[src/rtl/assert_macros.svh]
// Assertion macros shared by the vector angle unit RTL.
// Depends on a clk and an active-high rst being in scope at the point of use.
`ifndef ASSERT_MACROS_SVH
`define ASSERT_MACROS_SVH

// Clocked property check, muted while in reset.
`define VAU_ASSERT(label, prop, msg) \
  label: assert property (@(posedge clk) disable iff (rst) prop) else $error(msg);

`endif

[src/rtl/vau_pkg.sv]
// Package for the vector angle unit: widths, constants, word types, arctangent table.
// Used by every module of the unit; depends on nothing.
`default_nettype none

package vau_pkg;

  localparam int COMPONENT_BITS  = 16;
  localparam int ANGLE_FRAC_BITS = 13;
  localparam int ANGLE_BITS      = 16;

  localparam int PROD_BITS  = 2 * COMPONENT_BITS;
  localparam int DOT_BITS   = PROD_BITS + 2;
  localparam int CROSS_BITS = PROD_BITS + 1;
  localparam int MAG_BITS   = PROD_BITS + 1;
  localparam int SH_BITS    = $clog2(MAG_BITS) + 1;

  localparam int NORM_BITS = 30;
  localparam int NORM_MSB  = NORM_BITS - 1;
  localparam int SQ_BITS   = 2 * NORM_BITS + 2;
  localparam int ROOT_BITS = NORM_BITS + 1;

  localparam int Z_FRAC       = 30;
  localparam int ZW           = Z_FRAC + 3;
  localparam int QW           = Z_FRAC + 4;
  localparam int CORDIC_ITERS = 28;
  localparam int GUARD        = 6;
  localparam int CW           = ROOT_BITS + GUARD + 3;

  localparam longint TAB0       = 64'd843314857;
  localparam longint PI_Q       = 4 * TAB0;
  localparam int     RND_SHIFT  = Z_FRAC - ANGLE_FRAC_BITS;
  localparam longint RND_HALF   = longint'(1) << (RND_SHIFT - 1);
  localparam longint PI_ANGLE_L = (PI_Q + RND_HALF) >>> RND_SHIFT;
  localparam logic [ANGLE_BITS-1:0] PI_ANGLE = ANGLE_BITS'(PI_ANGLE_L);
  localparam longint Z_LIMIT    = longint'(1) << (Z_FRAC + 1);

  typedef struct packed {
    logic op;
    logic dir;
    logic signed [COMPONENT_BITS-1:0] ax;
    logic signed [COMPONENT_BITS-1:0] ay;
    logic signed [COMPONENT_BITS-1:0] az;
    logic signed [COMPONENT_BITS-1:0] bx;
    logic signed [COMPONENT_BITS-1:0] by;
    logic signed [COMPONENT_BITS-1:0] bz;
  } in_t;

  typedef struct packed {
    logic zero;
    logic neg_dot;
    logic neg_cross;
  } flags_t;

  typedef struct packed {
    flags_t                 f;
    logic [NORM_BITS-1:0]   dm;
    logic [SQ_BITS-1:0]     sumsq;
  } front_t;

  typedef struct packed {
    flags_t                 f;
    logic [NORM_BITS-1:0]   dm;
    logic [ROOT_BITS-1:0]   root;
  } root_t;

  typedef struct packed {
    flags_t                 f;
    logic signed [ZW-1:0]   z;
  } ang_t;

  // atan(2^-i) in Q30
  function automatic logic [Z_FRAC-1:0] atan_tab(input int i);
    logic [Z_FRAC-1:0] r;
    unique case (i)
      0:       r = Z_FRAC'(TAB0);
      1:       r = Z_FRAC'(64'd497837830);
      2:       r = Z_FRAC'(64'd263043836);
      3:       r = Z_FRAC'(64'd133525159);
      4:       r = Z_FRAC'(64'd67021687);
      5:       r = Z_FRAC'(64'd33543516);
      6:       r = Z_FRAC'(64'd16775851);
      7:       r = Z_FRAC'(64'd8388437);
      8:       r = Z_FRAC'(64'd4194283);
      9:       r = Z_FRAC'(64'd2097149);
      default: r = Z_FRAC'(longint'(1) << (Z_FRAC - i));
    endcase
    return r;
  endfunction

endpackage

`default_nettype wire

[src/rtl/vau_isqrt.sv]
// Pipelined floor square root of the cross-norm square, one root bit per stage.
// Uses vau_pkg and assert_macros.svh.
`default_nettype none
`include "assert_macros.svh"

module vau_isqrt (
  input  logic            clk,
  input  logic            rst,
  input  vau_pkg::front_t in_data,
  input  logic            in_valid,
  output logic            in_ready,
  output vau_pkg::root_t  out_data,
  output logic            out_valid,
  input  logic            out_ready
);
  import vau_pkg::*;

  localparam int NST = ROOT_BITS;
  localparam int RW  = SQ_BITS + 2;

  logic [NST-1:0] v;
  logic [NST-1:0] adv;
  logic [NST-1:0] v_in;

  logic [RW-1:0]        rem_q  [NST];
  logic [ROOT_BITS-1:0] root_q [NST];
  flags_t               f_q    [NST];
  logic [NORM_BITS-1:0] dm_q   [NST];

  always_comb begin
    adv[NST-1] = !v[NST-1] || out_ready;
    for (int i = 0; i < NST - 1; i++) begin
      adv[i] = !v[i] || adv[i+1];
    end
    v_in = {v[NST-2:0], in_valid};
  end

  assign in_ready = adv[0];

  always_ff @(posedge clk) begin
    if (rst) begin
      v <= '0;
    end else begin
      for (int i = 0; i < NST; i++) begin
        if (adv[i]) begin
          v[i] <= v_in[i];
        end
      end
    end
  end

  for (genvar i = 0; i < NST; i++) begin : g_bit
    localparam int K = NST - 1 - i;
    logic [RW-1:0]        rem_in;
    logic [ROOT_BITS-1:0] root_in;
    flags_t               f_in;
    logic [NORM_BITS-1:0] dm_in;
    logic [RW-1:0]        trial;

    if (i == 0) begin : g_first
      assign rem_in  = RW'(in_data.sumsq);
      assign root_in = '0;
      assign f_in    = in_data.f;
      assign dm_in   = in_data.dm;
    end else begin : g_next
      assign rem_in  = rem_q[i-1];
      assign root_in = root_q[i-1];
      assign f_in    = f_q[i-1];
      assign dm_in   = dm_q[i-1];
    end

    assign trial = (RW'(root_in) << (K + 1)) | (RW'(1) << (2 * K));

    always_ff @(posedge clk) begin
      if (adv[i]) begin
        f_q[i]  <= f_in;
        dm_q[i] <= dm_in;
        if (rem_in >= trial) begin
          rem_q[i]  <= rem_in - trial;
          root_q[i] <= root_in | (ROOT_BITS'(1) << K);
        end else begin
          rem_q[i]  <= rem_in;
          root_q[i] <= root_in;
        end
      end
    end
  end

  assign out_valid     = v[NST-1];
  assign out_data.f    = f_q[NST-1];
  assign out_data.dm   = dm_q[NST-1];
  assign out_data.root = root_q[NST-1];

  `VAU_ASSERT(a_root_normalised, out_valid && !out_data.f.zero |-> out_data.dm[NORM_MSB] || ((out_data.root >> NORM_MSB) != '0), "neither dot nor root in normalised range")

endmodule

`default_nettype wire

[config.mk]
export PLATFORM = sky130hd
export DESIGN_NAME = vau_isqrt
export DESIGN_NICKNAME = d
export VERILOG_FILES = /design/src/rtl/vau_pkg.sv /design/src/rtl/vau_isqrt.sv
export VERILOG_INCLUDE_DIRS = /design/src /design/src/rtl
export SDC_FILE = /design/constraint.sdc
export NUM_CORES = 2
export LEC_CHECK = 0
export BUFFER_PORTS_ARGS = -buffer_cell sky130_fd_sc_hd__buf_2
export CAP_MARGIN = 15
export CORE_MARGIN = 10
export CORE_UTILIZATION = 45
export CTS_BUF_LIST = sky130_fd_sc_hd__clkbuf_16
export DETAILED_ROUTE_END_ITERATION = 8
export SLEW_MARGIN = 20
export SYNTH_ARGS = -nofsm -noshare
export SYNTH_HDL_FRONTEND = slang
export SYNTH_SLANG_ARGS = --single-unit
[constraint.sdc]
create_clock -name clk -period 10.27 [get_ports clk]
set_clock_uncertainty 0.05 [all_clocks]
set_input_delay 1.027 -clock clk [delete_from_list [all_inputs] [get_ports clk]]
set_output_delay 1.027 -clock clk [all_outputs]
set_load 0.05 [all_outputs]
; Yosys cells after proc, flatten, opt, wreduce, memory -nomap -nowiden
; Memories as Yosys holds them, arrays and structs flattened.
; Cells that the tools add are included.
[word_totals]
regBits = 31
latchBits = 0
ramBits = 3968
rom_bits = 0
input_bits = 99
out_inout_bits = 66
word_cells = 531
mem_count = 4
[mem_list]
columns = memory, words, word_bits, read_ports, rd_ports_with_merged_regs, wr, line_no
row1 = rem_q, 31, 64, 30, 0, 31, vau_isqrt.sv:25  ; logic [RW-1:0] rem_q [NST];
row2 = root_q, 31, 31, 31, 0, 31, vau_isqrt.sv:26  ; logic [ROOT_BITS-1:0] root_q [NST];
row3 = dm_q, 31, 30, 31, 0, 31, vau_isqrt.sv:28  ; logic [NORM_BITS-1:0] dm_q [NST];
row4 = f_q, 31, 3, 31, 0, 31, vau_isqrt.sv:27  ; flags_t f_q [NST];
[op_classes]
n_addsub = 31
n_mul = 0
n_div = 0
n_lt_le_gt_ge = 31
n_eq_ne = 0
n_shift = 0
mux = 310
bitwise = 62
n_reduce_logical = 62
[ops]
columns = operator, n
row1 = $mux W64, 31
row2 = $mux W31, 31
row3 = $mux W1, 248
row4 = $ge A64 B32 Y1, 1
row5 = $ge A64 B33 Y1, 1
row6 = $ge A64 B34 Y1, 1
row7 = $ge A64 B35 Y1, 1
row8 = $ge A64 B36 Y1, 1
row9 = $ge A64 B37 Y1, 1
row10 = $ge A64 B38 Y1, 1
row11 = $ge A64 B39 Y1, 1
row12 = $ge A64 B40 Y1, 1
row13 = $ge A64 B41 Y1, 1
row14 = $ge A64 B42 Y1, 1
row15 = $ge A64 B43 Y1, 1
row16 = $ge A64 B44 Y1, 1
row17 = $ge A64 B45 Y1, 1
row18 = $ge A64 B46 Y1, 1
row19 = $ge A64 B47 Y1, 1
row20 = $ge A64 B48 Y1, 1
row21 = $ge A64 B49 Y1, 1
row22 = $ge A64 B50 Y1, 1
row23 = $ge A64 B51 Y1, 1
row24 = $ge A64 B52 Y1, 1
row25 = other kinds (44), 165

; Depth between registers and ports, before layout
[logic_depth]
word_depth = 35
depth_mapped = 15

; Worst setup path after synthesis
; No wires, ideal clock.
[synth_timing]
path_type = in2out
startpoint = in out_ready
endpoint = out in_ready
t_arrival_ns = 9.304
t_required_ns = 9.193
path_slack_ns = -0.111
path_stages = 10
path_buffers = 3
path_cell_list = and4b_1 -> and4_1 -> buf_2 -> inv_2 -> or4b_1 -> clkbuf_1 -> nor3_2 -> and3_1 -> clkbuf_1 -> nand3_1
[synth_between]
elab_chain_cells = 31
[synth_lines]
columns = item, line_no
row1 = from (decl), vau_isqrt.sv:14  ; input logic out_ready
row2 = $logic_or A1 B1 Y1, vau_isqrt.sv:31  ; adv[NST-1] = !v[NST-1] || out_ready;
row3 = $logic_or A1 B1 Y1 (7 in a row), vau_isqrt.sv:33  ; adv[i] = !v[i] || adv[i+1];
row4 = named net adv[23], vau_isqrt.sv:22  ; logic [NST-1:0] adv;
row5 = $logic_or A1 B1 Y1 (15 in a row), vau_isqrt.sv:33
row6 = named net adv[8], vau_isqrt.sv:22
row7 = $logic_or A1 B1 Y1 (8 in a row), vau_isqrt.sv:33
row8 = to (decl), vau_isqrt.sv:11  ; output logic in_ready,
; The timed path passes the listed nets, and every way through them passes these cells.

; Final worst setup path
[layout_timing]
startpoint = reg v[29]
endpoint = out in_ready
[layout_between]
elab_chain_cells = 31
[layout_lines]
columns = item, line_no
row1 = from (decl), vau_isqrt.sv:21  ; logic [NST-1:0] v;
row2 = "from (signal, indexed assignment)", vau_isqrt.sv:46  ; v[i] <= v_in[i];
row3 = $logic_not A1 Y1, vau_isqrt.sv:33
row4 = $logic_or A1 B1 Y1 (7 in a row), vau_isqrt.sv:33
row5 = named net adv[23], vau_isqrt.sv:22
row6 = $logic_or A1 B1 Y1 (23 in a row), vau_isqrt.sv:33
; The timed path passes the listed nets, and every way through them passes these cells.

==> impl_metrics.yaml <==
run_status:
  outcome: "completed"
drt:
  drt-pass1-iter-count: 6
  drtAntennaViolNets: 0
  drt_iter0_drc: 6633
  routed_wl_um: 317000
  avgViaCountPerCell: 5.48
  drc: 0
  wl_per_cell_um: 20.9
  vias: 83300
critical_path:
  cp_slowest_cell: "or4b_4"
  crit_type: "flop to output pin"
  required_ns: 9.19
  cp-start-kind: "flop"
  critPathBufInv: 3
  cp_max_fo: 56
  critPathMaxStageDelay_ns: 0.78
  cp_cell_sequence: "and4b_1, buf_4, and4_1, inv_4, or4b_4, nor3_2, and3_1, nand3_4, buf_2"
  crit_path_end_kind: "output pin"
  crit_family: "simple AND/OR/NAND/NOR gates"
  crit_arrival_ns: 5.81
grt:
  grt_pass1_vias: 82000
  grt_pass1_wl_um: 484000
  grt_max_degree: 103
  track_usage_pct: 17.6
  overflow: 0
  antenna_found_initial: 14
clock_network:
  cts_tree: "yes"
  ctsResizeCount: 0
  cts_setup_buffers: 0
  cts_hold_buf: 0
  cts-root-buf: "clkbuf_16"
  clock-sinks: 3469
  htree_levels: 5
  clock_path_buffers: 4
  insertion_delay_ns: 0.96
  clk_pin_slew_ns: 0.06
  cts_buffers: 354
final_layout:
  drive_above_1_share_pct: 8.78
  seq_area_mm2: 0.104
  final_cell_area_mm2: 0.165
  multi_input_area_mm2: 0.0399
  layout.nets: 11200
  syn2layout_area_growth_pct: 12.0
  nFillCells: 26900
timing:
  fin_crit_ns: 6.88
  hold_viol_final: 0
  fin_ws_ns: 3.39
  max_slew_margin_pct: 19.2
  report.final.slew_viol_count: 0
  setup_violations: 0
  fin_crit_sh_pct: 67.0
  worst_pin_slew_ns: 1.18
  rsz0062_at_grt: "false"
  clock.fmax_mhz: 145
  fin_setup_tns_ns: 0
yosys:
  synth_fp_nets: 10800
  yosysWarnings: 0
  synthTopCellsByArea: "edfxtp_1 70%, ha_1 4.5%, xnor2_1 2.7%"
  ys_ff_latch: 3469
  synth_ff_type: "edfxtp_1"
  syn-instance-count: 10200
  avgSynthCellArea_um2: 14.4
  synth_top_area_share_pct: 70.2
  ys_seq_area_share_pct: 70.7
  yosysTopAreaCell: "edfxtp_1"
  ys_async_sr_fraction_pct: 0
  synth_edf_count: 3438
  synth_cell_types: 100
  synth_area_mm2: 0.147
placed_design:
  dp_hpwl_um: 238000
  io_buffers: 164
  dpl_cell_area_mm2: 0.153
  dp_slack_ns: 3.39
  gp_congestion: 0.917
hold_path:
  hold_class: "primary input to flop"
floorplanning:
  initial_utilization_pct: 45.3
  die_x_um: 592
  core_mm2: 0.325
  die_y_um: 592
  io_pins: 165
  rows: 209
  die-area_mm2: 0.350
power:
  p_leak_nw: 64.4
  power.density_mw_per_mm2: 235
  peakVddDrop_uv: 237
job:
  maxCapViolCount: 0
report_power, final:
part,internal (mW),switching (mW)
clock network,7.29,5.29
logic,2.49,3.04
registers,18.4,2.06
total,28.2,10.4
placed cells by master (no fill, tap or decap), types with 52 or more instances in the layout:
master,count
buf_4,66
o21ai_0,455
clkbuf_16,362
a21oi_1,530
nor4_1,329
or4_1,77
or2_2,52
nand2b_1,100
or3_1,110
nor4b_1,53
nor2b_1,52
clkinv_2,55
nand3_1,146
nor3_1,249
mux2_2,71
inv_1,742
xor2_1,422
buf_2,164
edfxtp_1,3438
nand4_1,157
o21a_1,75
nor2_1,527
ha_1,525
clkinv_1,68
nand2_1,598
a21o_1,224
xnor2_1,449
Yosys cell counts, types with 45 or more instances:
cell type / n
nand2_1: 610
nand2b_1: 100
nand3_1: 153
nor2_1: 530
o31ai_1: 45
or3_1: 110
or2_2: 52
o21a_1: 75
inv_1: 672
clkbuf_1: 124
nand4_1: 157
nor2b_1: 52
a21o_1: 224
xor2_1: 422
o21ai_0: 455
edfxtp_1: 3438
a21oi_1: 530
or4_1: 78
nor4b_1: 55
nor3_1: 249
nor4_1: 330
xnor2_1: 449
mux2_2: 71
ha_1: 525
worst reg2reg max path, cell delays in order (launching register included):
cell     delay (ns)
dfxtp_1        0.41
and4b_1        0.29
buf_4          0.27
and4_1         0.65
inv_4          0.43
nor3_2         0.48
inv_4          0.32
nor2_1         0.87
nand2_4        0.63
nand4_1        0.27
buf_4          0.30
nor3b_1        0.59
nand2_1        0.17
xnor2_1        0.17
path summary, 6_finish.rpt:
path	startpoint	end	slack (ns)	depth (start not counted)
setup / recovery	v[29]$_SDFFE_PP0P_	in_ready	3.39	9
hold / removal	in_data[40]	rem_q[0][40]$_DFFE_PP_	0.21	1
setup reg to reg	v[29]$_SDFFE_PP0P_	rem_q[0][761]$_DFFE_PP_	4.12	13
hold reg to reg	f_q[0][15]$_DFFE_PP_	f_q[0][18]$_DFFE_PP_	0.34	0
kinds of logic after synthesis:
kind of cell    synth area share (%)
compound gates                  7.03
flops                           70.7
buf+inv                         2.40
mux                            0.585
fa+ha+maj                       4.47
xor+xnor                        5.19
simple gates                    9.67
layout make-up:
| cell class | instances | share of cell area, % |
|---|---|---|
| multi-input combinational | 5850 | 24.3 |
| antenna | 5 | 0.00760 |
| tap | 4325 | 3.29 |
| inverter | 678 | 1.56 |
| timing repair buffer | 234 | 0.825 |
| sequential | 3469 | 63.1 |
| clock buffer | 362 | 5.50 |
| clock inverter | 284 | 1.48 |
per-stage QoR:
stage	hold slack [ns]	util, %	instances	power, mW
finish	0.206	50.7	15200	38.6
detailed placement	0.355	47.1	14600	26.2
floorplan	0.350	-	10200	24.1
global route	0.159	50.7	15200	40.4
CTS	0.122	50.7	15200	38.9
global placement	0.350	47.1	14600	26.1
layer usage:
layer,track usage (%),up-vias,routed length (um)
met3,2.61,689,18500
met5,0,-,0
met1,22.5,40500,131000
li1,-,39400,-
met2,29.9,2671,153000
met4,7.32,0,14100
registers in the layout, indices dropped and copies added, names as in the netlist:
name	cells
v	31
f_q	93
root_q	496
dm_q	930
rem_q	1919
No activity file was read; power rests on OpenSTA's default activity.
